File: src/sv/sdz_divider.sv
`default_nettype none
// ----------------------------------------------------------------------------
// sdz_divider
// pipelined restoring divider, one quotient bit per stage
// ----------------------------------------------------------------------------
module sdz_divider #(
    parameter int NUM_WIDTH = 32,
    parameter int DEN_WIDTH = 16,
    parameter int TAG_WIDTH = 8
) (
    input  wire logic                 i_clk,
    input  wire logic [NUM_WIDTH-1:0] i_num,
    input  wire logic [DEN_WIDTH-1:0] i_den,
    input  wire logic [TAG_WIDTH-1:0] i_tag,
    output logic      [NUM_WIDTH-1:0] o_quo,
    output logic      [TAG_WIDTH-1:0] o_tag
);

    logic [NUM_WIDTH-1:0] r_num [NUM_WIDTH+1];
    logic [DEN_WIDTH:0]   r_rem [NUM_WIDTH+1];
    logic [DEN_WIDTH-1:0] r_den [NUM_WIDTH+1];
    logic [TAG_WIDTH-1:0] r_tag [NUM_WIDTH+1];

    always_ff @(posedge i_clk) begin
        r_num[0] <= i_num;
        r_rem[0] <= '0;
        r_den[0] <= i_den;
        r_tag[0] <= i_tag;
    end

    for (genvar s = 0; s < NUM_WIDTH; s++) begin : g_stage
        logic [DEN_WIDTH+1:0] n_trial;
        logic                 n_ge;
        always_comb begin
            n_trial = {r_rem[s], r_num[s][NUM_WIDTH-1]};
            n_ge    = n_trial >= {2'b00, r_den[s]};
        end
        always_ff @(posedge i_clk) begin
            r_rem[s+1] <= n_ge ? (DEN_WIDTH+1)'(n_trial - {2'b00, r_den[s]})
                               : n_trial[DEN_WIDTH:0];
            r_num[s+1] <= {r_num[s][NUM_WIDTH-2:0], n_ge};
            r_den[s+1] <= r_den[s];
            r_tag[s+1] <= r_tag[s];
        end
    end

    assign o_quo = r_num[NUM_WIDTH];
    assign o_tag = r_tag[NUM_WIDTH];

endmodule : sdz_divider
`default_nettype wire

File: config.mk
export PLATFORM = sky130hd
export DESIGN_NAME = sdz_divider
export DESIGN_NICKNAME = d
export VERILOG_FILES = /design/src/sv/sdz_divider.sv
export SDC_FILE = /design/constraint.sdc
export NUM_CORES = 2
export LEC_CHECK = 0
export ABC_CLOCK_PERIOD_IN_PS = 3300
export BUFFER_PORTS_ARGS = -buffer_cell sky130_fd_sc_hd__buf_2
export CORE_MARGIN = 5
export CORE_UTILIZATION = 50
export DETAILED_ROUTE_END_ITERATION = 12
export PLACE_DENSITY_LB_ADDON = 0.25
export SLEW_MARGIN = 20
export SYNTH_ARGS = -nofsm -noshare
export SYNTH_HDL_FRONTEND = slang
export SYNTH_SLANG_ARGS = --single-unit
File: constraint.sdc
create_clock -name i_clk -period 3.3 [get_ports i_clk]
set_clock_uncertainty 0.2 [all_clocks]
set_input_delay 0.495 -clock i_clk [delete_from_list [all_inputs] [get_ports i_clk]]
set_output_delay 0.495 -clock i_clk [all_outputs]
set_load 0.05 [all_outputs]
==> results.py <==
metrics = {
    "synthesis": {
        "yosysWarnings": 0,
        "ys_seq_area_share_pct": 61.3,
        "syn_area_um2": 77100,
        "syn_inst": 6987,
        "synth_area_per_cell_um2": 11.0,
        "synth-seq-cells": 2359,
        "yosys.area.top_type": "dfxtp_1",
        "synth.area.top_cells": "dfxtp_1, ha_1, inv_1",
        "yosysUniqueCellTypes": 85,
        "synth_fp_nets": 7572,
        "synth_edf_count": 0,
        "async_flop_share_pct": 0,
        "ys.flop_type": "dfxtp_1",
        "yosysTopAreaCellShare_pct": 61.3,
    },
    "cts": {
        "cts_buffer_depth": 3,
        "htree_levels": 4,
        "numCtsBuffers": 224,
        "clockRootBuffer": "clkbuf_16",
        "cts.sinks": 2359,
        "cts_tree": "built",
        "clk_transition_reported_paths_ps": 60,
        "clkLatencyLatePin_ps": 850,
    },
    "setup_path": {
        "crit_slowest_cell": "fa_1",
        "worstPathArrival_ps": 3660,
        "critical_path_class": "reg2reg",
        "required_ps": 3820,
        "crit_fanout": 8,
        "worstSetupStartpointType": "flop",
        "path_buf_inv": 3,
        "end_kind": "flop",
        "crit_family": "compound AO/OA/AOI/OAI gates",
        "max_stage_delay_ps": 410,
        "crit_top_cell": "inv_1",
        "path_cells": "inv_1 > ha_1 > inv_1 > fa_1 > a21oi_2 > o21ai_1 > a2111oi_4 > o31ai_2 > o21bai_1 > a41oi_2 > buf_4 > mux2_2",
    },
    "pwr": {
        "ir_drop_mv": 0.637,
        "cellPowerDensity_nw_per_um2": 992,
        "p_leak_nw": 40.3,
    },
    "run_status": {
        "outcome": "complete, no violations",
    },
    "final_layout": {
        "final_cell_mix": "dfxtp_1, inv_1, nand2_1",
        "synthToLayoutAreaGrowth_pct": 16.2,
        "layout.cells.non_filler": 9622,
        "ff_latch_area_um2": 47200,
        "drive_above_1_share_pct": 10.2,
        "final_common_cell": "dfxtp_1",
        "multiInputGateArea_um2": 27100,
        "fin_util_pct": 58.3,
        "fillers": 12702,
        "layout.nets": 7969,
    },
    "timing": {
        "finalSetupViolCount": 0,
        "max_freq_ghz": 0.318,
        "worst_pin_slew_ps": 925,
        "tns_ps": 0,
        "drv_slew": 0,
        "period_share_pct": 95.3,
        "rsz0062_at_grt": "true",
        "period_needed_ps": 3150,
        "max_slew_margin_pct": 38.2,
        "hold_viol_final": 0,
    },
    "floorplanning": {
        "initial_core_util_pct": 50.1,
        "die_area_um2": 162000,
        "ios": 97,
        "die_h_um": 403,
        "coreArea_um2": 154000,
        "rows": 144,
        "die_w_um": 403,
    },
    "grt": {
        "grtUsageTotal_pct": 16.9,
        "grt-ovfl-total": 0,
        "grt_max_degree": 30,
        "antenna_found_initial": 3,
        "grt_pass1_wl_um": 229000,
        "grt_pass1_vias": 46744,
    },
    "detailed_routing": {
        "drc": 0,
        "drt-initial-drc-count": 2806,
        "first_pass_iters": 5,
        "drt-total-wl_um": 138000,
        "vias": 47552,
        "ant_nets": 0,
        "viasPerCell": 4.94,
        "routedWlPerCell_um": 14.4,
    },
    "place": {
        "dp_hpwl_um": 100000,
        "port_buffers": 96,
        "place.gp.congestion": 0.859,
        "post-place-cells": 9115,
    },
    "hold_path": {
        "hold_class": "in2reg",
    },
    "run": {
        "drv_cap": 0,
    },
}
synthesized netlist by cell type (all sizes together) (55+ instances only):
cell type	number
nand2	523
inv	652
a21oi	426
a21o	183
mux2	88
nor2	352
ha	498
xnor2	213
o31ai	61
xor2	152
nand3	75
o21ai	446
nand4	63
clkbuf	65
o21bai	61
nor2b	55
dfxtp	2359
nor3	95
per-layer routing:
metal | routed length [um] | up-vias | global-route usage (%)
li1 | - | 24442 | -
met4 | 3450 | 0 | 5.31
met1 | 62400 | 21944 | 21.5
met3 | 5920 | 281 | 3.19
met2 | 66400 | 885 | 29.1
met5 | 0 | - | 0
report_power, final:
group          switching, W  internal (W)  total, W
combinational        0.0143        0.0115    0.0258
sequential          0.00260        0.0338    0.0364
clock                0.0109        0.0157    0.0266
total                0.0278        0.0610    0.0888
cells by family (layout without fill, tap and decap cells):
kind of cell | count (synthesis) | count (layout) | share of synthesized area [%]
XOR/XNOR | 365 | 365 | 4.15
flip-flops | 2359 | 2359 | 61.3
multiplexers | 101 | 101 | 1.45
adder cells (fa/ha/maj) | 528 | 528 | 8.86
buffers and inverters | 762 | 1352 | 3.81
AO/OA/AOI/OAI | 1499 | 1499 | 12.2
AND/OR/NAND/NOR | 1373 | 1373 | 8.23
other | 0 | 1 | 0
layout make-up:
cell class              count  area share [%]
flip-flops and latches   2359            52.7
multi-input cells        3866            30.2
clock buffers             301            7.08
well taps                2044            2.86
inverters                 653            2.74
repair buffers            280            2.45
clock inverters           118            1.89
diodes                      1         0.00279
worst reg2reg max path, cell delays in order (launching register included):
cell,delay (ps)
dfxtp_1,310
inv_1,50
ha_1,160
inv_1,60
fa_1,410
a21oi_2,180
o21ai_1,150
a2111oi_4,370
o31ai_2,160
o21bai_1,210
a41oi_2,250
buf_4,210
mux2_2,340
worst paths after layout:
| check | start | end | slack (ps) | depth (start not counted) |
|---|---|---|---|---|
| setup / recovery | r_num[4][31]$_DFF_P_ | r_rem[0][86]$_DFF_P_ | 150 | 12 |
| hold / removal | i_num[17] | r_num[0][17]$_DFF_P_ | 80 | 2 |
| setup reg to reg | r_num[4][31]$_DFF_P_ | r_rem[0][86]$_DFF_P_ | 150 | 12 |
| hold reg to reg | r_tag[0][195]$_DFF_P_ | r_tag[0][203]$_DFF_P_ | 100 | 0 |
repair_timing:
item                       CTS  global route
hold endpoints to repair    56             0
buffers inserted             0             8
gates resized for setup      0            39
setup endpoints to repair    0           165
hold buffers                78             0
sequential cells by signal, summed over array words and instances (netlist names):
name and cells:
r_den 512, r_tag 264, r_num 1056, r_rem 527
stage by stage:
stage	power [W]	worst slack [ps]	hold WS [ps]	area [um2]
2_1_floorplan	0.0557	283	110	77100
3_3_place_gp	0.0619	84.7	110	80500
3_5_place_dp	0.0623	40.6	112	80500
4_1_cts	0.0896	17.3	0.583	89300
5_1_grt	0.0948	-51.6	21.1	89600
6_report	0.0888	155	79.0	89600
(Power assumes the default switching activity.)
