==> config.mk <==
export PLATFORM = sky130hd
export DESIGN_NAME = sdz_lane
export DESIGN_NICKNAME = d
export VERILOG_FILES = /design/src/sv/sdz_divider.sv /design/src/sv/sdz_lane.sv
export SDC_FILE = /design/constraint.sdc
export NUM_CORES = 2
export LEC_CHECK = 0
export BUFFER_PORTS_ARGS = -buffer_cell sky130_fd_sc_hd__clkbuf_2
export CORE_ASPECT_RATIO = 0.6
export CORE_UTILIZATION = 60
export DETAILED_ROUTE_END_ITERATION = 6
export PLACE_DENSITY = 0.73
export SLEW_MARGIN = 40
export SYNTH_ARGS = -nofsm -noshare
export SYNTH_HDL_FRONTEND = slang
export SYNTH_HIERARCHICAL = 1
export SYNTH_SLANG_ARGS = --single-unit
export TNS_END_PERCENT = 10
==> constraint.sdc <==
create_clock -name i_clk -period 3.5 [get_ports i_clk]
set_input_delay 0.7 -clock i_clk [delete_from_list [all_inputs] [get_ports i_clk]]
set_output_delay 0.7 -clock i_clk [all_outputs]
set_load 0.05 [all_outputs]
==> src/sv/sdz_divider.sv <==
`default_nettype none
// ----------------------------------------------------------------------------
// sdz_divider
// pipelined restoring divider, one quotient bit per stage
// ----------------------------------------------------------------------------
module sdz_divider #(
    parameter int NUM_WIDTH = 32,
    parameter int DEN_WIDTH = 16,
    parameter int TAG_WIDTH = 8
) (
    input  wire logic                 i_clk,
    input  wire logic [NUM_WIDTH-1:0] i_num,
    input  wire logic [DEN_WIDTH-1:0] i_den,
    input  wire logic [TAG_WIDTH-1:0] i_tag,
    output logic      [NUM_WIDTH-1:0] o_quo,
    output logic      [TAG_WIDTH-1:0] o_tag
);

    logic [NUM_WIDTH-1:0] r_num [NUM_WIDTH+1];
    logic [DEN_WIDTH:0]   r_rem [NUM_WIDTH+1];
    logic [DEN_WIDTH-1:0] r_den [NUM_WIDTH+1];
    logic [TAG_WIDTH-1:0] r_tag [NUM_WIDTH+1];

    always_ff @(posedge i_clk) begin
        r_num[0] <= i_num;
        r_rem[0] <= '0;
        r_den[0] <= i_den;
        r_tag[0] <= i_tag;
    end

    for (genvar s = 0; s < NUM_WIDTH; s++) begin : g_stage
        logic [DEN_WIDTH+1:0] n_trial;
        logic                 n_ge;
        always_comb begin
            n_trial = {r_rem[s], r_num[s][NUM_WIDTH-1]};
            n_ge    = n_trial >= {2'b00, r_den[s]};
        end
        always_ff @(posedge i_clk) begin
            r_rem[s+1] <= n_ge ? (DEN_WIDTH+1)'(n_trial - {2'b00, r_den[s]})
                               : n_trial[DEN_WIDTH:0];
            r_num[s+1] <= {r_num[s][NUM_WIDTH-2:0], n_ge};
            r_den[s+1] <= r_den[s];
            r_tag[s+1] <= r_tag[s];
        end
    end

    assign o_quo = r_num[NUM_WIDTH];
    assign o_tag = r_tag[NUM_WIDTH];

endmodule : sdz_divider
`default_nettype wire

==> src/sv/sdz_lane.sv <==
`default_nettype none
// ----------------------------------------------------------------------------
// sdz_lane
// per-axis linear transfer: deadzone removal, scaling and clamping
// ----------------------------------------------------------------------------
module sdz_lane #(
    parameter int MAG_WIDTH     = 16,
    parameter int FRACTION_BITS = 14,
    parameter int TAG_WIDTH     = 8
) (
    input  wire logic                   i_clk,
    input  wire logic [MAG_WIDTH-1:0]   i_mag,
    input  wire logic [MAG_WIDTH-2:0]   i_dz,
    input  wire logic [MAG_WIDTH-2:0]   i_fs,
    input  wire logic [TAG_WIDTH-1:0]   i_tag,
    output logic      [FRACTION_BITS:0] o_val,
    output logic      [TAG_WIDTH-1:0]   o_tag
);

    localparam int NW = MAG_WIDTH + FRACTION_BITS;
    localparam int KW = TAG_WIDTH + 2;
    localparam logic [FRACTION_BITS:0] UNITY = (FRACTION_BITS+1)'(1) << FRACTION_BITS;

    logic                 n_zero, n_sat;
    logic [NW-1:0]        n_num;
    logic [MAG_WIDTH-2:0] n_den;
    logic [NW-1:0]        w_quo;
    logic [KW-1:0]        w_tag;

    always_comb begin
        n_zero = i_mag <= {1'b0, i_dz};
        n_sat  = i_fs <= i_dz;
        n_num  = NW'(MAG_WIDTH'(i_mag - {1'b0, i_dz})) << FRACTION_BITS;
        n_den  = i_fs - i_dz;
    end

    sdz_divider #(.NUM_WIDTH(NW), .DEN_WIDTH(MAG_WIDTH-1), .TAG_WIDTH(KW)) u_div (
        .i_clk (i_clk),
        .i_num (n_num),
        .i_den (n_den),
        .i_tag ({i_tag, n_zero, n_sat}),
        .o_quo (w_quo),
        .o_tag (w_tag)
    );

    always_comb begin
        if (w_tag[1]) begin
            o_val = '0;
        end else if (w_tag[0] || w_quo > NW'(UNITY)) begin
            o_val = UNITY;
        end else begin
            o_val = w_quo[FRACTION_BITS:0];
        end
    end
    assign o_tag = w_tag[KW-1:2];

endmodule : sdz_lane
`default_nettype wire

==> results.sh <==
export IMPL_final_cell_mix="dfxtp_1, inv_1, ha_1"
export IMPL_regToRegEndpoint="u_div/r_rem[23][15]$_DFF_P_"
export IMPL_synth_edf_count=0
export IMPL_seq_area_frac_synth_pct=59.3
export IMPL_grt_ovfl_total=0
export IMPL_hold_violations=0
export IMPL_ys_ff_latch=2154
export IMPL_ant_nets=0
export IMPL_place_area_sq_mm=0.0749
export IMPL_cp_start_kind="flop"
export IMPL_cts_setup_buffers=0
export IMPL_crit_fanout=12
export IMPL_vias=46000
export IMPL_hold_path_depth=2
export IMPL_cp_top_family="simple AND/OR/NAND/NOR gates"
export IMPL_cpPeakStageDelay_ns=0.37
export IMPL_n_fill_cell=8976
export IMPL_hold_ws_ns=0.159
export IMPL_switching_power_mw=29.1
export IMPL_antenna_found_initial=8
export IMPL_hp_start="i_mag[15]"
export IMPL_synth_top_cell_area_share_pct=59.3
export IMPL_crit_path_top_delay_cell="nor4_2"
export IMPL_slew_headroom_pct=43.7
export IMPL_max_cap_violations=0
export IMPL_worstPathRequired_ns=2.80
export IMPL_initial_core_util_pct=60.8
export IMPL_period_share_pct=94.8
export IMPL_gp_congestion=0.929
export IMPL_grt_pass1_wl_mm=231
export IMPL_multi_input_area_sq_mm=0.0269
export IMPL_synth_avg_cell_area_sq_um=11.0
export IMPL_skew_ns=0.0301
export IMPL_ir_drop_mv=0.577
export IMPL_synthTopCellsByArea="dfxtp_1, ha_1, inv_1"
export IMPL_grt_pass1_vias=43000
export IMPL_final_seq_area_sq_mm=0.0431
export IMPL_path_class="flop to output port"
export IMPL_area_delta_synth_final_pct=11.7
export IMPL_drt_pass1_iterations=6
export IMPL_hold_path_end="u_div/r_num[0][29]$_DFF_P_"
export IMPL_status="finished clean"
export IMPL_port_buffers=77
export IMPL_synthesis_area_sq_mm=0.0727
export IMPL_io_pins=78
export IMPL_setup_tns_ns=0
export IMPL_p_seq_share_pct=39.5
export IMPL_core_area_sq_mm=0.120
export IMPL_cts_root_buf="clkbuf_16"
export IMPL_drive_above_1_share_pct=9.24
export IMPL_fp_row_count=98
export IMPL_detailedPlacementHpwl_mm=107
export IMPL_htreeDepth=4
export IMPL_drc=0
export IMPL_cp_arrival_ns=2.62
export IMPL_path_cells="nor4_2 -> nand4_1 -> or2_2 -> a21oi_4 -> and2_1 -> clkbuf_2"
export IMPL_routed_wl_mm=145
export IMPL_wl_per_cell_um=17.0
export IMPL_die_w_um=451
export IMPL_combinationalPowerShare_pct=36.1
export IMPL_dieHeight_um=272
export IMPL_holdCritPathClass="input port to flop"
export IMPL_clkTransAtPathRegs_ns=0.07
export IMPL_power_share_clock_pct=24.4
export IMPL_maxSlewViolCount=0
export IMPL_power_density_mw_per_mm2=1040
export IMPL_grt_max_degree=31
export IMPL_rr_worst_depth=9
export IMPL_yosysWarnings=6
export IMPL_synth_cell_types=92
export IMPL_endpoint_kind="output port"
export IMPL_tritoncts="yes"
export IMPL_cts_buffers=178
export IMPL_rsz0062_at_grt="no"
export IMPL_cts_buffer_depth=3
export IMPL_final_area_sq_mm=0.0812
export IMPL_synthCells=6636
export IMPL_r2r_setup_slack_ns=0.36
export IMPL_r2r_start="u_div/r_den[22][1]$_DFF_P_"
export IMPL_cp_num_buf_inv=1
export IMPL_drtIter0Drc=3667
export IMPL_die_area_sq_mm=0.123
export IMPL_power_leakage_nw=36.4
export IMPL_worst_pin_slew_ns=0.844
export IMPL_synth_main_ff_cell="dfxtp_1"
export IMPL_nets=7369
export IMPL_synthArstFlopShare_pct=0
export IMPL_swShare_pct=34.6
export IMPL_avgViaCountPerCell=5.37
export IMPL_max_freq_mhz=301
export IMPL_intPower_mw=55.0
export IMPL_layout_commonest_cell="dfxtp_1"
export IMPL_clock_latency_ns=0.79
export IMPL_yosysTopAreaCell="dfxtp_1"
export IMPL_final_min_clock_period_ns=3.32
export IMPL_clock_sinks=2154
export IMPL_setup_viol=0
export IMPL_grt_use_total_pct=23.4
==> routing by layer <==
| layer | part of all wire [%] | wire length (um) | up-vias | global-route usage (%) |
|---|---|---|---|---|
| met2 | 36 | 52100 | 1513 | 29.6 |
| met4 | 1.5 | 2120 | 4 | 5.73 |
| li1 | - | - | 23200 | - |
| met1 | 54 | 78200 | 21100 | 38.5 |
| met3 | 8.7 | 12700 | 176 | 5.69 |
| met5 | 0.010 | 15 | - | 0 |
==> layout make-up <==
type / count / share of cell area [%]
multi-input combinational: 3773 / 33.2
clock buffer: 249 / 6.32
timing repair buffer: 119 / 0.887
tap: 1600 / 2.47
sequential: 2154 / 53.1
inverter: 591 / 2.73
clock inverter: 74 / 1.31
antenna: 1 / 0.00308
==> what timing repair did <==
item	CTS	global route
gates cloned	0	0
hold buffers	8	0
gates resized for setup	3	2
endpoints found under the hold margin	8	0
setup endpoints to repair	12	2
==> per-stage QoR <==
step / total power, mW / std cells / worst slack, ns / util (%)
final: 84.1 / 8561 / 0.181 / 67.9
after global routing: 89.6 / 8561 / 0.0000415 / 67.9
after CTS: 84.0 / 8560 / 0.0432 / 67.9
after detailed placement: 63.2 / 8229 / 0.308 / 62.6
after global placement: 62.5 / 8229 / 0.419 / 62.6
after floorplan: 55.7 / 6649 / 0.826 / -
==> worst max-delay path by stage <==
stage	start	end	slack, ns	cells after the start
after floorplan	u_div/r_den[23][7]$_DFF_P_	u_div/r_rem[24][10]$_DFF_P_	0.83	11
after global placement	u_div/r_den[27][2]$_DFF_P_	u_div/r_rem[28][4]$_DFF_P_	0.42	8
after detailed placement	u_div/r_den[27][2]$_DFF_P_	u_div/r_rem[28][14]$_DFF_P_	0.31	8
after CTS	u_div/r_num[30][27]$_DFF_P_	o_val[10]	0.04	6
after global routing	u_div/r_num[30][18]$_DFF_P_	o_val[9]	0.00004	6
final	u_div/r_num[30][18]$_DFF_P_	o_val[2]	0.18	6
==> cells in the mapped netlist, types with 72 or more instances <==
| cell type | instances |
|---|---|
| dfxtp_1 | 2154 |
| nand3_1 | 105 |
| mux2_2 | 142 |
| a21o_1 | 155 |
| inv_1 | 589 |
| nand2_1 | 424 |
| xnor2_1 | 200 |
| nand2b_1 | 72 |
| o21ai_0 | 388 |
| nor2_1 | 291 |
| clkbuf_1 | 93 |
| a21oi_1 | 401 |
| ha_1 | 467 |
| xor2_1 | 123 |
| nor3_1 | 73 |
==> cell families (layout without fill, tap and decap cells) <==
kind of cell,Yosys count,count (layout),synth area share (%)
DFF,2154,2154,59.3
buffers and inverters,722,1033,3.85
muxes,164,164,2.56
xor gates and xnor gates,323,323,3.89
AOI/OAI and AO/OA,1445,1445,12.7
and+or+nand+nor,1330,1330,8.81
other,1,15,0.00516
adders and majority gates,497,497,8.86
==> power groups by stage <==
stage | registers (mW) | clock network [mW] | logic (mW)
after floorplan | 31.9 | 0 | 23.8
after global placement | 33.6 | 0 | 29.0
after detailed placement | 33.6 | 0 | 29.6
after CTS | 33.2 | 21.0 | 29.9
after global routing | 33.6 | 22.1 | 33.9
final | 33.2 | 20.5 | 30.4
==> flip-flops by register name (all words and copies together) (netlist names) <==
register     flops
u_div/r_den    450
u_div/r_num    930
u_div/r_tag    310
u_div/r_rem    464
(Power assumes the default switching activity.)
