**src/sv/sdz_isqrt.sv**
```systemverilog
`default_nettype none
// ----------------------------------------------------------------------------
// sdz_isqrt
// pipelined integer square root, one result bit per stage
// ----------------------------------------------------------------------------
module sdz_isqrt #(
    parameter int RES_WIDTH = 16,
    parameter int TAG_WIDTH = 8
) (
    input  wire logic                   i_clk,
    input  wire logic [2*RES_WIDTH-1:0] i_rad,
    input  wire logic [TAG_WIDTH-1:0]   i_tag,
    output logic      [RES_WIDTH-1:0]   o_root,
    output logic      [TAG_WIDTH-1:0]   o_tag
);

    logic [2*RES_WIDTH-1:0] r_rad  [RES_WIDTH+1];
    logic [RES_WIDTH+1:0]   r_rem  [RES_WIDTH+1];
    logic [RES_WIDTH-1:0]   r_root [RES_WIDTH+1];
    logic [TAG_WIDTH-1:0]   r_tag  [RES_WIDTH+1];

    always_ff @(posedge i_clk) begin
        r_rad[0]  <= i_rad;
        r_rem[0]  <= '0;
        r_root[0] <= '0;
        r_tag[0]  <= i_tag;
    end

    for (genvar s = 0; s < RES_WIDTH; s++) begin : g_stage
        logic [RES_WIDTH+3:0] n_rem;
        logic [RES_WIDTH+3:0] n_trial;
        logic                 n_ge;
        always_comb begin
            n_rem   = {r_rem[s], r_rad[s][2*RES_WIDTH-1 -: 2]};
            n_trial = {2'b00, r_root[s], 2'b01};
            n_ge    = n_rem >= n_trial;
        end
        always_ff @(posedge i_clk) begin
            r_rem[s+1]  <= n_ge ? (RES_WIDTH+2)'(n_rem - n_trial)
                                : n_rem[RES_WIDTH+1:0];
            r_root[s+1] <= {r_root[s][RES_WIDTH-2:0], n_ge};
            r_rad[s+1]  <= {r_rad[s][2*RES_WIDTH-3:0], 2'b00};
            r_tag[s+1]  <= r_tag[s];
        end
    end

    assign o_root = r_root[RES_WIDTH];
    assign o_tag  = r_tag[RES_WIDTH];

endmodule : sdz_isqrt
`default_nettype wire

```
**config.mk**
```make
export PLATFORM = sky130hd
export DESIGN_NAME = sdz_isqrt
export DESIGN_NICKNAME = d
export VERILOG_FILES = /design/src/sv/sdz_isqrt.sv
export SDC_FILE = /design/constraint.sdc
export NUM_CORES = 1
export LEC_CHECK = 0
export BUFFER_PORTS_ARGS = -buffer_cell sky130_fd_sc_hd__buf_2
export CORE_MARGIN = 2
export CORE_UTILIZATION = 28
export DETAILED_ROUTE_END_ITERATION = 8
export GPL_TIMING_DRIVEN = 0
export PLACE_DENSITY = 0.39
export SLEW_MARGIN = 20
export SYNTH_ARGS = -nofsm -noshare
export SYNTH_HDL_FRONTEND = slang
export SYNTH_SLANG_ARGS = --single-unit
```
**constraint.sdc**
```tcl
create_clock -name i_clk -period 2.9 [get_ports i_clk]
set_clock_uncertainty 0.05 [all_clocks]
set_input_delay 0.145 -clock i_clk [delete_from_list [all_inputs] [get_ports i_clk]]
set_output_delay 0.145 -clock i_clk [all_outputs]
set_load 0.01 [all_outputs]
```
==> reports/metrics.yaml, run 1 <==
run_status:
  status: "finished clean"
finish:
  diodes: 0
  drive_gt1_frac: 0.1275
  areaGrowthSynthToFinish_pct: 21.88
  nets: 2686
  fin_cells: 3743
route:
  drc: 0
  detail_route.vias_per_cell: 4.178
  vias: 15640
  drt-pass1-iter-count: 5
  routed_wirelength_um: 48680
  drt-wirelength-per-cell_um: 13.00
  drt-initial-drc-count: 693
  ant_nets: 0
grt:
  grt_use_total: 0.1049
  grt_max_degree: 16
  grt_pass1_wl_um: 80860
  grt_overflow: 0
  antenna_found_initial: 0
  grt_pass1_vias: 15960
setup_path:
  start_kind: "flip-flop"
  worstPathRequired_ns: 3.35
  crit_path_cell_trace: "inv_1 -> ha_2 -> a21oi_1 -> nand2_2 -> o41ai_4 -> o41ai_1 -> or4b_4 -> or3_1 -> xnor2_1"
  worstSetupPathType: "reg -> reg"
  crit_cells: 9
  cpPeakStageDelay_ns: 0.55
  rr_endpoint: "r_rem[0][213]$_DFF_P_"
  ff2ff_path_depth: 9
  endpoint_kind: "flip-flop"
  cp-startpoint: "r_root[10][1]$_DFF_P_"
  r2r_start: "r_root[10][1]$_DFF_P_"
  path_buf_inv: 1
  crit_slowest_cell: "or4b_4"
  arrival_ns: 3.20
  path_delay_family: "simple AND/OR/NAND/NOR gates"
  r2r_slack_ns: 0.15
  worstPathMaxFanout: 6
sta:
  timing.slew.headroom: 0.5033
  setup_tns_ns: 0
  finalHoldViolCount: 0
  layout_setup_ws_ns: 0.1506
  rsz0062_at_grt: "true"
  finalCritPeriodShare: 0.9481
  final_max_slew_viol_count: 0
  tightest_slew_ns: 0.7358
  finalSetupViolCount: 0
  hold-worst-slack_ns: 0.08326
  max_freq_ghz: 0.3637
  fin_crit_ns: 2.749
worst_hold_path:
  min_to: "r_rad[0][23]$_DFF_P_"
  min_from: "i_rad[23]"
  holdPathStages: 2
  hp-class: "in -> reg"
clock_tree:
  cts.sinks: 794
  cts_tree: "done"
  clockBufferDepth: 3
  htreeDepth: 3
  clock_latency_ns: 0.64
  path_clk_slew_ns: 0.06
  numCtsBuffers: 85
  root_buffer: "clkbuf_16"
place:
  place.gp.congestion: 0.8454
  post-dp-hpwl_um: 35810
  place_inst: 3538
  preCtsSetupSlack_ns: -0.5679
  io_buffers: 64
yosys:
  synthCells: 2288
  syn_area_um2: 25730
  synth-seq-cells: 794
  syn_nets: 2482
  ys.flop_type: "dfxtp_1"
  synth_edf_count: 0
  avgSynthCellArea_um2: 11.25
  yosysWarnings: 0
  synth_seq_area_share: 0.6177
  synth.distinct_cells: 73
  async_reset_ff_frac: 0
power:
  p_leak_nw: 14.06
  p_per_area_nw_per_um2: 932.9
  power_mw: 29.26
  peakVddDrop_uv: 433.8
floorplan:
  ios: 65
  die_area_um2: 94340
  dieHeight_um: 307.1
  core-area_um2: 91390
  rows: 111
  die_width_um: 307.1
  start_util: 0.2816
flow_run:
  cap_violations: 0
==> power breakdown <==
part           internal [mW]  switching [mW]  leakage, nW
clock                   6.94            4.45         1.49
combinational           2.04            2.22         5.91
sequential              12.6            1.05         6.66
total                   21.5            7.72         14.1
==> repair_timing <==
action,in CTS,in global routing
pin swaps,3,12
setup endpoints to repair,94,121
hold buffers,40,0
gates resized for setup,23,50
endpoints found under the hold margin,40,0
buffers inserted,7,7
==> placed cells by master (no fill, tap or decap), drive strengths merged, types with 11 or more instances in the layout <==
master / instances
nand3: 34
dlygate4sd3: 40
nor2b: 17
o31ai: 11
mux2: 35
or4: 21
ha: 153
clkinv: 25
a21o: 24
bufinv: 13
nor3: 56
inv: 184
dfxtp: 794
xnor2: 100
o21ai: 89
a211oi: 12
clkbuf: 128
nand4: 24
o211ai: 11
nor4: 28
nand2b: 26
or3: 30
nand2: 102
o21a: 28
xor2: 83
buf: 89
nor2: 145
a21oi: 134
==> sequential cells by signal (all words and copies together), names as in the netlist <==
signal	count
r_tag	136
r_rem	250
r_rad	272
r_root	136
==> kinds of logic after synthesis <==
group / count (synthesis) / synth area share
flops: 794 / 0.6177
simple gates: 526 / 0.1041
compound gates: 374 / 0.09020
buf+inv: 213 / 0.03234
xor+xnor: 183 / 0.06229
fa+ha+maj: 153 / 0.07440
mux: 44 / 0.01882
other cells: 1 / 0.0001457
==> through the flow <==
step,utilization,cell area (um2)
floorplan,-,25730
global placement,0.3013,27540
detailed placement,0.3013,27540
CTS,0.3406,31120
global route,0.3432,31360
finish,0.3432,31360
==> Yosys cell counts (17+ instances only) <==
cell        n  share of area
a21o_1     24         0.0070
a21oi_1   134          0.026
clkbuf_1   22         0.0032
dfxtp_1   794           0.62
ha_1      153          0.074
inv_1     179          0.026
mux2_2     33          0.014
nand2_1   102          0.015
nand2b_1   26         0.0063
nand3_1    32         0.0062
nand4_1    24         0.0058
nor2_1    145          0.021
nor2b_1    17         0.0041
nor3_1     56          0.011
nor4_1     27         0.0066
o21a_1     28         0.0082
o21ai_0    87          0.017
or3_1      30         0.0073
or4_1      21         0.0061
xnor2_1   100          0.034
xor2_1     83          0.028
==> cell type report <==
class | instances | area (um2)
Inverter | 180 | 675.6
Tap cell | 1186 | 1484
Fill cell | 9114 | 60020
Timing Repair Buffer | 118 | 825.8
Sequential cell | 794 | 15900
Multi-Input combinational cell | 1281 | 9254
Buffer | 32 | 180.2
Clock buffer | 107 | 2330
Clock inverter | 45 | 716.9
==> worst max path at each step <==
stage | to | slack [ns]
after floorplan | r_rem[0][203]$_DFF_P_ | 0.27
after global placement | r_rem[0][285]$_DFF_P_ | -0.64
after detailed placement | r_rem[0][285]$_DFF_P_ | -0.57
after global routing | r_rem[0][213]$_DFF_P_ | -0.02
final | r_rem[0][213]$_DFF_P_ | 0.15
after CTS | r_rem[0][107]$_DFF_P_ | 0.02
==> per-layer routing <==
| layer | part of all wire | GRT usage |
|---|---|---|
| met1 | 0.48 | 0.1383 |
| met2 | 0.44 | 0.1664 |
| met3 | 0.049 | 0.02212 |
| met4 | 0.024 | 0.04322 |
| met5 | 0 | 0 |
No activity file was read; power rests on OpenSTA's default activity.
==> run 2: changes to the inputs <==
--- a/config.mk
+++ b/config.mk
@@ -8,9 +8,11 @@
 export BUFFER_PORTS_ARGS = -buffer_cell sky130_fd_sc_hd__buf_2
 export CORE_MARGIN = 2
 export CORE_UTILIZATION = 28
+export CTS_BUF_LIST = sky130_fd_sc_hd__clkbuf_2
 export DETAILED_ROUTE_END_ITERATION = 8
 export GPL_TIMING_DRIVEN = 0
 export PLACE_DENSITY = 0.39
+export RECOVER_POWER = 25
 export SLEW_MARGIN = 20
 export SYNTH_ARGS = -nofsm -noshare
 export SYNTH_HDL_FRONTEND = slang
==> reports/metrics.yaml, run 2 (synthesis gave the netlist of run 1 again) <==
sta:
  fin_crit_ns: 2.758  # +0.008911 ns
  finalHoldViolCount: 0  # unchanged
  max_freq_ghz: 0.3625  # -0.32%
  setup_tns_ns: 0  # unchanged
  tightest_slew_ns: 0.8513  # +0.1155 ns
  finalCritPeriodShare: 0.9511  # +0.003073
  timing.slew.headroom: 0.4325  # -0.07079
  final_max_slew_viol_count: 0  # unchanged
  finalSetupViolCount: 0  # unchanged
  rsz0062_at_grt: "true"
flow_run:
  cap_violations: 0  # unchanged
clock_tree:
  cts.sinks: 794  # unchanged
  root_buffer: "clkbuf_2"
  clock_latency_ns: 1.44  # +0.80 ns
  clockBufferDepth: 3  # unchanged
  cts_tree: "done"
  htreeDepth: 4  # +1
  numCtsBuffers: 199  # +130%
  path_clk_slew_ns: 0.10  # +0.04 ns
run_status:
  status: "finished clean"
route:
  detail_route.vias_per_cell: 4.149  # -0.70%
  ant_nets: 0  # unchanged
  vias: 16700  # +6.8%
  drc: 0  # unchanged
  drt-initial-drc-count: 742  # +7.1%
  drt-pass1-iter-count: 5  # unchanged
  routed_wirelength_um: 50090  # +2.9%
  drt-wirelength-per-cell_um: 12.44  # -4.3%
floorplan:
  ios: 65  # unchanged
  die_area_um2: 94340  # unchanged
  start_util: 0.2816  # unchanged
  dieHeight_um: 307.1  # unchanged
  rows: 111  # unchanged
  die_width_um: 307.1  # unchanged
  core-area_um2: 91390  # unchanged
finish:
  areaGrowthSynthToFinish_pct: 20.54
  final_cell_mix: "dfxtp_1, clkbuf_2, inv_1, ha_1, nor2_1"
  regMostFlops: "r_rad"
  nets: 2880  # +7.2%
  reg.largest.list: "r_rad (272), r_rem (250)"
  drive_gt1_frac: 0.1718  # +0.04435
  multiInputGateArea_um2: 9269  # +0.16%
  post-route-util: 0.3394  # -0.003766
  register_area_um2: 15900  # unchanged
  largest_register_ffs: 272  # unchanged
  nFillCells: 9295  # +2.0%
  final_common_cell: "dfxtp_1"
setup_path:
  r2r_start: "r_root[12][6]$_DFF_P_"
  ff2ff_path_depth: 11  # +2
  start_kind: "flip-flop"
  r2r_slack_ns: 0.14  # about the same
  rr_endpoint: "r_rem[0][240]$_DFF_P_"
  worstSetupPathType: "reg -> reg"
  endpoint_kind: "flip-flop"
  worstPathMaxFanout: 10  # +4
  worstPathRequired_ns: 4.07  # +0.72 ns
  arrival_ns: 3.93  # +0.73 ns
grt:
  grt_use_total: 0.1092  # +0.004316
  antenna_found_initial: 3  # +3
  grt_overflow: 0  # unchanged
  grt_pass1_vias: 17250  # +8.1%
  grt_pass1_wl_um: 83520  # +3.3%
  grt_max_degree: 21  # +5
worst_hold_path:
  min_from: "r_tag[0][123]$_DFF_P_"
  hp-class: "reg -> reg"
  min_to: "r_tag[0][131]$_DFF_P_"
  holdPathStages: 0  # -2
place:
  io_buffers: 64  # unchanged
  place.gp.congestion: 0.8454  # unchanged
  post-dp-hpwl_um: 35810  # unchanged
power:
  peakVddDrop_uv: 524.9  # +21%
  p_leak_nw: 14.30  # +1.7%
  p_per_area_nw_per_um2: 816.5  # -12%
-- run 2: cell count changes in the layout (fill, tap and decap cells not counted), moves of 5 or more --
cell,before,now
bufinv_16,13,2
clkbuf_1,20,9
clkbuf_16,85,0
clkbuf_2,7,282
clkbuf_8,12,0
clkinv_1,0,47
clkinv_2,18,9
diode_2,0,5
dlygate4sd3_1,40,120
inv_12,0,6
-- run 2: routing by layer --
layer / vias up / share of wire / GRT usage
met5: - / 0 / 0
met4: 0 / 0.026 / 0.05241
met3: 109 / 0.055 / 0.03584
met2: 357 / 0.45 / 0.1711
met1: 7518 / 0.47 / 0.1349
li1: 8715 / - / -
-- run 2: area by class of cell --
class,count,share of cell area
Sequential cell,794,0.5125
Multi-Input combinational cell,1281,0.2988
Clock inverter,73,0.01573
Tap cell,1186,0.04784
Timing Repair Buffer,199,0.05268
Buffer,31,0.005728
Antenna cell,5,0.0004034
Clock buffer,276,0.04453
Inverter,180,0.02178
-- run 2: critical path: stages, from the launching register on --
cell and delay, ns:
dfxtp_1 0.35, inv_1 0.08, ha_4 0.31, nand2_1 0.13
nor3_4 0.31, nand4_1 0.26, o31a_1 0.34, nor3b_2 0.18
clkbuf_4 0.21, clkbuf_4 0.23, nand2_1 0.08, o21ai_0 0.08
-- run 2: worst max path at each step --
stage / start / to / slack (ns) / cells past startpoint
floorplan: r_root[10][6]$_DFF_P_ / r_rem[0][203]$_DFF_P_ / 0.27 / 10
CTS: r_root[13][7]$_DFF_P_ / r_rem[0][255]$_DFF_P_ / 0.02 / 10
detailed placement: r_root[14][0]$_DFF_P_ / r_rem[0][285]$_DFF_P_ / -0.57 / 10
finish: r_root[12][6]$_DFF_P_ / r_rem[0][240]$_DFF_P_ / 0.14 / 11
global route: r_root[13][7]$_DFF_P_ / r_rem[0][255]$_DFF_P_ / -0.02 / 10
global placement: r_root[14][0]$_DFF_P_ / r_rem[0][285]$_DFF_P_ / -0.64 / 10
-- run 2: through the flow --
| stage | setup WS [ns] | instances | hold slack (ns) | cell area, um2 | power, mW |
|---|---|---|---|---|---|
| final | 0.1417 | 4025 | 0.2100 | 31020 | 25.32 |
| after detailed placement | -0.5679 | 3538 | 0.1986 | 27540 | 17.94 |
| after global placement | -0.6433 | 3538 | 0.1967 | 27540 | 17.91 |
| after global routing | -0.02047 | 4025 | 0.1073 | 31020 | 27.29 |
| after CTS | 0.01738 | 4014 | 0.02804 | 30770 | 25.87 |
| after floorplan | 0.2740 | 2288 | 0.1227 | 25730 | 16.67 |
-- run 2: power by group --
group	switching [mW]	internal [mW]
combinational	2.24	2.10
sequential	1.05	12.5
clock	4.47	2.93
-- run 2: timing repair --
| item | in CTS | in global routing |
|---|---|---|
| pin swaps | 4 | 9 |
| hold endpoints to repair | 40 | 0 |
| setup buffers | 8 | 7 |
| hold buffers | 120 | 0 |
| setup endpoints to repair | 95 | 119 |
| gates resized for setup | 25 | 51 |
==> run 3: changes to the inputs <==
--- a/config.mk
+++ b/config.mk
@@ -13,6 +13,7 @@
 export GPL_TIMING_DRIVEN = 0
 export PLACE_DENSITY = 0.39
 export RECOVER_POWER = 25
+export REMOVE_ABC_BUFFERS = 1
 export SLEW_MARGIN = 20
 export SYNTH_ARGS = -nofsm -noshare
 export SYNTH_HDL_FRONTEND = slang
==> reports/metrics.yaml, run 3 (synthesis gave the netlist of run 1 again) <==
power:
  comb_power_share: 0.172  # about the same
  swShare: 0.3013  # -0.005172
  p_seq_frac: 0.538  # +0.002
  p_leak_nw: 14.25  # -0.32%
  p_switching_mw: 7.587  # -2.3%
  p_per_area_nw_per_um2: 814.5  # -0.24%
  p_int_mw: 17.59  # +0.16%
  peakVddDrop_uv: 319.4  # -39%
  clock_power_share: 0.290  # -0.002
  power_mw: 25.18  # -0.58%
route:
  drt-wirelength-per-cell_um: 12.41  # -0.31%
  routed_wirelength_um: 49780  # -0.63%
  drt-initial-drc-count: 588  # -21%
  vias: 16810  # +0.65%
  drt-pass1-iter-count: 5  # unchanged
  detail_route.vias_per_cell: 4.189  # +0.98%
  drc: 0  # unchanged
  ant_nets: 0  # unchanged
sta:
  tightest_slew_ns: 0.8814  # +0.03005 ns
  fin_crit_ns: 2.761  # +0.003071 ns
  finalHoldViolCount: 0  # unchanged
  final_max_slew_viol_count: 0  # unchanged
  finalCritPeriodShare: 0.9522  # +0.001059
  timing.slew.headroom: 0.4124  # -0.02004
  max_freq_ghz: 0.3621  # -0.11%
  finalSetupViolCount: 0  # unchanged
  layout_setup_ws_ns: 0.1386  # -0.003071 ns
setup_path:
  arrival_ns: 3.95  # +0.02 ns
  rr_endpoint: "r_rem[0][213]$_DFF_P_"
  worstPathRequired_ns: 4.08  # about the same
  endpoint_kind: "flip-flop"
  r2r_slack_ns: 0.14  # about the same
  worstPathMaxFanout: 5  # -5
  start_kind: "flip-flop"
  ff2ff_path_depth: 9  # -2
  worstSetupPathType: "reg -> reg"
  r2r_start: "r_root[10][0]$_DFF_P_"
clock_tree:
  clock_latency_ns: 1.42  # -0.02 ns
  path_clk_slew_ns: 0.09  # about the same
  cts.sinks: 794  # unchanged
  cts_tree: "done"
  clockBufferDepth: 3  # unchanged
  root_buffer: "clkbuf_2"
  numCtsBuffers: 204  # +2.5%
  htreeDepth: 4  # unchanged
grt:
  grt_use_total: 0.1074  # -0.001828
  grt_pass1_vias: 17460  # +1.2%
  grt_overflow: 0  # unchanged
  grt_max_degree: 29  # +38%
  antenna_found_initial: 1  # -2
  grt_pass1_wl_um: 82680  # -1.0%
run_status:
  status: "finished clean"
floorplan:
  start_util: 0.2816  # unchanged
  die_width_um: 307.1  # unchanged
  rows: 111  # unchanged
  die_area_um2: 94340  # unchanged
  core-area_um2: 91390  # unchanged
  ios: 65  # unchanged
  dieHeight_um: 307.1  # unchanged
worst_hold_path:
  min_from: "r_rad[0][92]$_DFF_P_"
  min_to: "r_rad[0][126]$_DFF_P_"
  hp-class: "reg -> reg"
  holdPathStages: 0  # unchanged
finish:
  final_common_cell: "dfxtp_1"
  regMostFlops: "r_rad"
  drive_gt1_frac: 0.1774  # +0.005526
  fin_area_um2: 30910  # -0.34%
  reg.largest.list: "r_rad (272), r_rem (250)"
  largest_register_ffs: 272  # unchanged
  areaGrowthSynthToFinish_pct: 20.13
  final_cell_mix: "dfxtp_1, clkbuf_2, inv_1, ha_1, nor2_1"
  nets: 2865  # -0.52%
place:
  dpl-instance-area_um2: 27460  # -0.27%
  place.gp.congestion: 0.8193  # -3.1%
  preCtsSetupSlack_ns: -0.7564  # -0.1885 ns
  post-dp-hpwl_um: 34820  # -2.8%
  io_buffers: 64  # unchanged
flow_run:
  cap_violations: 0  # unchanged
==> run 3: cell type report <==
cell class	count	area, um2
Inverter	180	675.6
Fill cell	9349	60470
Antenna cell	7	17.52
Clock buffer	305	1526
Sequential cell	794	15900
Timing Repair Buffer	208	1714
Multi-Input combinational cell	1283	9309
Tap cell	1186	1484
Clock inverter	49	285.3
==> run 3: power by group through the flow <==
stage,clock (mW),combinational (mW),sequential [mW]
after floorplan,0,3.18,13.5
after global placement,0,3.97,13.8
after detailed placement,0,4.02,13.8
after CTS,7.88,4.23,13.6
after global routing,8.43,4.89,13.8
final,7.30,4.33,13.5
==> run 3: per-layer routing <==
layer	GRT usage	wire length (um)
met5	0	0
met4	0.06081	1871
met3	0.03425	2175
met2	0.1873	24780
met1	0.1142	20950
==> run 3: critical path, cell delays in order (launching register included) <==
cell      delay, ns
dfxtp_1        0.37
inv_1          0.05
ha_1           0.35
o211ai_1       0.14
nand2_1        0.18
o41ai_4        0.34
o41ai_1        0.11
or4b_1         0.56
or3_1          0.36
xnor2_1        0.13
==> run 3: what timing repair did <==
item / 4_1_cts / 5_1_grt
hold buffers: 120 / 0
pin swaps: 3 / 15
hold endpoints to repair: 40 / 0
gates resized for setup: 19 / 33
endpoints found under the setup margin: 83 / 79
gates cloned: 0 / 2
buffers inserted: 3 / 13
==> run 3: how the worst max path moves through the flow <==
stage,slack [ns],to,start,depth (start not counted)
after CTS,0.01,r_rem[0][273]$_DFF_P_,r_root[14][10]$_DFF_P_,10
final,0.14,r_rem[0][213]$_DFF_P_,r_root[10][0]$_DFF_P_,9
after detailed placement,-0.76,r_rem[0][166]$_DFF_P_,r_root[8][1]$_DFF_P_,8
after global routing,-0.03,r_rem[0][246]$_DFF_P_,r_root[12][3]$_DFF_P_,9
after floorplan,-0.79,r_rem[0][249]$_DFF_P_,r_root[12][3]$_DFF_P_,9
after global placement,-2.21,r_rem[0][240]$_DFF_P_,r_root[12][3]$_DFF_P_,8
==> run 3: metrics by stage <==
stage / hold WS (ns) / setup TNS (ns) / utilization / cells
after global routing: 0.1779 / -0.05661 / 0.3381 / 4006
after global placement: 0.1975 / -99.69 / 0.2996 / 3505
final: 0.2111 / 0 / 0.3382 / 4012
after detailed placement: 0.1986 / -20.86 / 0.3005 / 3514
after CTS: 0.05570 / 0 / 0.3349 / 3991
after floorplan: 0.1227 / -15.05 / - / 2255
